<file path="src/sv/gsn_ram.sv">
`timescale 1ns / 1ps
`default_nettype none
module gsn_ram #(
    parameter int WIDTH = 48,
    parameter int DEPTH = 32
) (
    input  wire logic                     clk,
    input  wire logic                     we,
    input  wire logic [$clog2(DEPTH)-1:0] waddr,
    input  wire logic [WIDTH-1:0]         wdata,
    input  wire logic [$clog2(DEPTH)-1:0] raddr,
    output logic      [WIDTH-1:0]         rdata
);
    logic [WIDTH-1:0] mem [DEPTH];

    always_ff @(posedge clk)
    begin
        if (we)
        begin
            mem[waddr] <= wdata;
        end
        rdata <= mem[raddr];
    end
endmodule
`default_nettype wire

</file>
<file path="config.mk">
export PLATFORM = sky130hd
export DESIGN_NAME = gsn_ram
export DESIGN_NICKNAME = d
export VERILOG_FILES = /design/src/sv/gsn_ram.sv
export SDC_FILE = /design/constraint.sdc
export NUM_CORES = 1
export LEC_CHECK = 0
export BUFFER_PORTS_ARGS = -buffer_cell sky130_fd_sc_hd__clkbuf_2
export CORE_MARGIN = 1
export CORE_UTILIZATION = 59
export DETAILED_ROUTE_END_ITERATION = 8
export GPL_TIMING_DRIVEN = 0
export PLACE_DENSITY = 0.76
export SYNTH_ARGS = -nofsm -noshare
export SYNTH_HDL_FRONTEND = slang
export SYNTH_SLANG_ARGS = --single-unit
</file>
<file path="constraint.sdc">
create_clock -name clk -period 7.9 [get_ports clk]
set_input_delay 0.79 -clock clk [delete_from_list [all_inputs] [get_ports clk]]
set_output_delay 0.79 -clock clk [all_outputs]
set_load 0.02 [all_outputs]
</file>
**Word level (Yosys, flattened, before mapping)**

Memories as Yosys holds them, arrays and structs flattened. A register that Yosys moved wholly into a read port is not among the register bits.
Index checks and enable logic that the tools add are counted.

- Input bits: 60
- Memory bits (writable): 1,536
- Output and inout bits: 48
- Memories kept: 1
- Word-level logic and storage cells: 3
- Bits in registers: 0

Memory list:

| name | words | bits a word | read ports | clocked after memory_dff | wr ports | line | text |
|---|---|---|---|---|---|---|---|
| mem | 32 | 48 | 1 | 1 | 1 | 14 | `logic [WIDTH-1:0] mem [DEPTH];` |

- Muxes and demuxes: 2

Operator list:

| cell | count |
|---|---|
| $mux 1 | 2 |

**Longest topological paths before layout**

- Depth in word-level cells: 2
- Gate-level depth with buffers: 8
- Gate-level depth less buffers: 5

**Least setup slack after synthesis**

OpenSTA, ideal clock, no wires.

- Kind: input-to-reg
- From: input waddr[1]
- To: memory mem[12][0], enable pin
- Arrival: 3.464 ns
- Required time: 7.446 ns
- Setup slack: 3.982 ns
- Stages: 3
- Path buffers: 1
- Library setup time: 0.454 ns
- Path through: or3b_2 clkbuf_1 nor2_1

RTL lines:

| item | line | text |
|---|---|---|
| start, declared | 9 | `input wire logic [$clog2(DEPTH)-1:0] waddr,` |
| end, declared | 14 |  |

No word-level cell before the write port.

**Worst setup path in the final report**

- From: input waddr[0]
- To: memory mem[14][2], enable pin

No word-level cell before the write port.

==> metrics.yaml <==
outcome:
  status: "finished clean"
worst_hold_path:
  hp-start: "mem[10][27]"
  worst_hold_path.endpoint: "rdata[27]"
  min_path_cells: 4
  hp-class: "register to register"
layout:
  layout.nets: 3750
  multiInputGateArea_um2: 12600
  nFillCells: 6289
  drive_gt1_frac: 0.149
  area_delta_synth_final_pct: 15.0
  seqCellArea_um2: 47100
  post-route-util: 0.685
global_route:
  overflow: 0
  grt_max_degree: 33
  grt_pass1_wl_um: 216000
  grtUsageTotal: 0.292
  grt_pass1_vias: 32500
  antenna_found_initial: 14
clocking:
  insertion_delay_ps: 770
  cts.path.max_buffers: 3
  clk_pin_slew_ps: 60
  holdBufCountCts: 0
  cts_resized: 0
  h-tree-depth: 4
  post_cts_buffers: 0
  numCtsBuffers: 153
  cts_sinks: 1584
  root_buffer: "clkbuf_16"
  cts_tree: "done"
floorplan:
  die_y_um: 323
  dieArea_um2: 104000
  fp.dieW_um: 323
  core_um2: 102000
  pin_count: 108
  placementRows: 117
  start_util: 0.596
detailed_routing:
  wirelength_um: 151000
  drt_pass1_iterations: 6
  drcViolationCount: 0
  dr.first_iter.drc_count: 4096
  post_drt_wl_per_cell_um: 29.1
  avgViaCountPerCell: 6.31
  dr_total_vias: 32800
  postRouteAntennaNets: 0
setup_path:
  path_max_fanout: 17
  cpMostUsedCell: "buf_12"
  crit_required_ps: 8340
  timing.rr.end: "rdata[30]"
  regToRegSetupSlack_ps: 6210
  reg2reg_depth: 5
  path_class: "input pin to register"
  arrival_ps: 3250
  cp-start-kind: "input pin"
  r2r_start: "mem[1][30]"
  cp_slowest_cell: "nor2_4"
  path_cells: "clkbuf_2, nand3b_1, nor2_4, buf_12, buf_12"
  cp-end-kind: "register"
  slowest_delay_ps: 1050
power:
  p_leak_nw: 24.6
  max-vdd-ir-drop_uv: 200
  power.total_mw: 17.8
  power_density_nw_per_um2: 254
yosys:
  syn_area_per_cell_um2: 18.1
  synth_fp_nets: 3424
  synthCells: 3364
  seq_area_frac_synth: 0.775
  ys.flop_type: "edfxtp_1"
  async_reset_ff_frac: 0
  synth_area_leaders: "edfxtp_1, mux2i_1, a22oi_1"
  synth_edf_count: 1536
  synth_cell_types: 26
  synth_top_area_frac: 0.760
  yosys.area.top_type: "edfxtp_1"
  yosys_warnings: 0
  synth-seq-cells: 1584
  syn_area_um2: 60700
placed_design:
  dp_hpwl_um: 95900
  gp_congestion: 0.796
  io_buffer_count: 106
timing:
  max-slew-margin-rel: 0.0472
  fin_tns_setup_ps: 0
  finClkSkew_ps: 27.4
  fin_crit_sh: 0.356
  worst_pin_slew_ps: 1430
  maxSlewViolCount: 0
  period_needed_ps: 2810
  fmax_mhz: 356
  final_hold_viol_count: 0
  rsz0062_at_grt: "no"
  setup_violations: 0
flow_run:
  cap_violations: 0
sequential cells by signal (all words and copies together), names as in the netlist:
name and count:
mem 1536, rdata 48
metal layers:
layer | part of all wire | up-vias | GRT usage | wire (um)
met1 | 0.38 | 16500 | 0.386 | 57400
li1 | - | 14000 | - | -
met5 | 0.00070 | - | 0 | 105
met3 | 0.10 | 408 | 0.0674 | 15200
met4 | 0.048 | 16 | 0.138 | 7220
met2 | 0.47 | 1832 | 0.461 | 71000
critical path: cells and delay by family:
| kind | cells | cell delay (ps) |
|---|---|---|
| AND/OR/NAND/NOR | 2 | 1770 |
| buffers and inverters | 3 | 650 |
layout by cell type, fill, tap and decap left out, types with 7 or more instances in the layout:
cell type,count
buf_1,7
nor3_1,48
a21oi_1,144
edfxtp_1,1536
clkbuf_8,10
a31oi_1,48
buf_12,41
buf_4,38
mux2i_1,768
nor2_4,32
a22o_1,96
clkbuf_1,85
bufinv_16,16
nand2_1,146
buf_2,42
dfxtp_1,48
buf_16,24
nand3_1,146
clkbuf_2,107
clkinv_1,18
clkbuf_16,157
buf_6,42
clkinv_2,33
a22oi_1,144
kinds of logic (layout without fill, tap and decap cells):
family / count (synthesis) / after routing / share of synthesized area
flops: 1584 / 1584 / 0.775
mux: 768 / 768 / 0.127
compound gates: 432 / 432 / 0.0485
simple gates: 389 / 389 / 0.0289
buf+inv: 191 / 642 / 0.0206
other cells: 0 / 6 / 0
stage by stage:
stage	std cells	hold slack, ps	setup WS [ps]	area, um2
floorplan	3364	554	3980	60700
global placement	4838	592	770	63000
detailed placement	4903	593	4390	64700
CTS	5183	586	5150	69800
global route	5183	632	5070	69800
finish	5189	597	5090	69800
how the worst max path moves through the flow:
stage | start | end | slack (ps)
2_1_floorplan | waddr[1] | mem[12][0] | 3980
3_3_place_gp | waddr[4] | mem[11][15] | 770
3_5_place_dp | waddr[0] | mem[14][4] | 4390
4_1_cts | waddr[0] | mem[14][2] | 5150
5_1_grt | waddr[0] | mem[14][47] | 5070
6_report | waddr[0] | mem[14][2] | 5090
synth_stat cells (all sizes together), types with 2 or more instances:
| master | count |
|---|---|
| edfxtp | 1536 |
| a31oi | 48 |
| nor2 | 34 |
| a21oi | 144 |
| nand3b | 5 |
| dfxtp | 48 |
| nand2 | 146 |
| buf | 131 |
| mux2i | 768 |
| clkbuf | 60 |
| a22oi | 144 |
| a22o | 96 |
| or3b | 3 |
| nor3 | 48 |
| nand2b | 2 |
| nand3 | 146 |
report_power, final:
group | switching, mW | internal (mW) | leakage (nW)
clock network | 3.13 | 4.29 | 2.53
logic | 0.663 | 0.307 | 7.86
registers | 0.0313 | 9.34 | 14.2
total | 3.82 | 13.9 | 24.6
final cells by class:
| class | count | share of cell area |
|---|---|---|
| flip-flops and latches | 1584 | 0.674 |
| multi-input cells | 1589 | 0.181 |
| clock buffers | 194 | 0.0597 |
| repair buffers | 171 | 0.0288 |
| well taps | 1368 | 0.0245 |
| plain buffers | 191 | 0.0180 |
| clock inverters | 86 | 0.0137 |
| diodes | 6 | 0.000215 |
No activity file was read; power rests on OpenSTA's default activity.
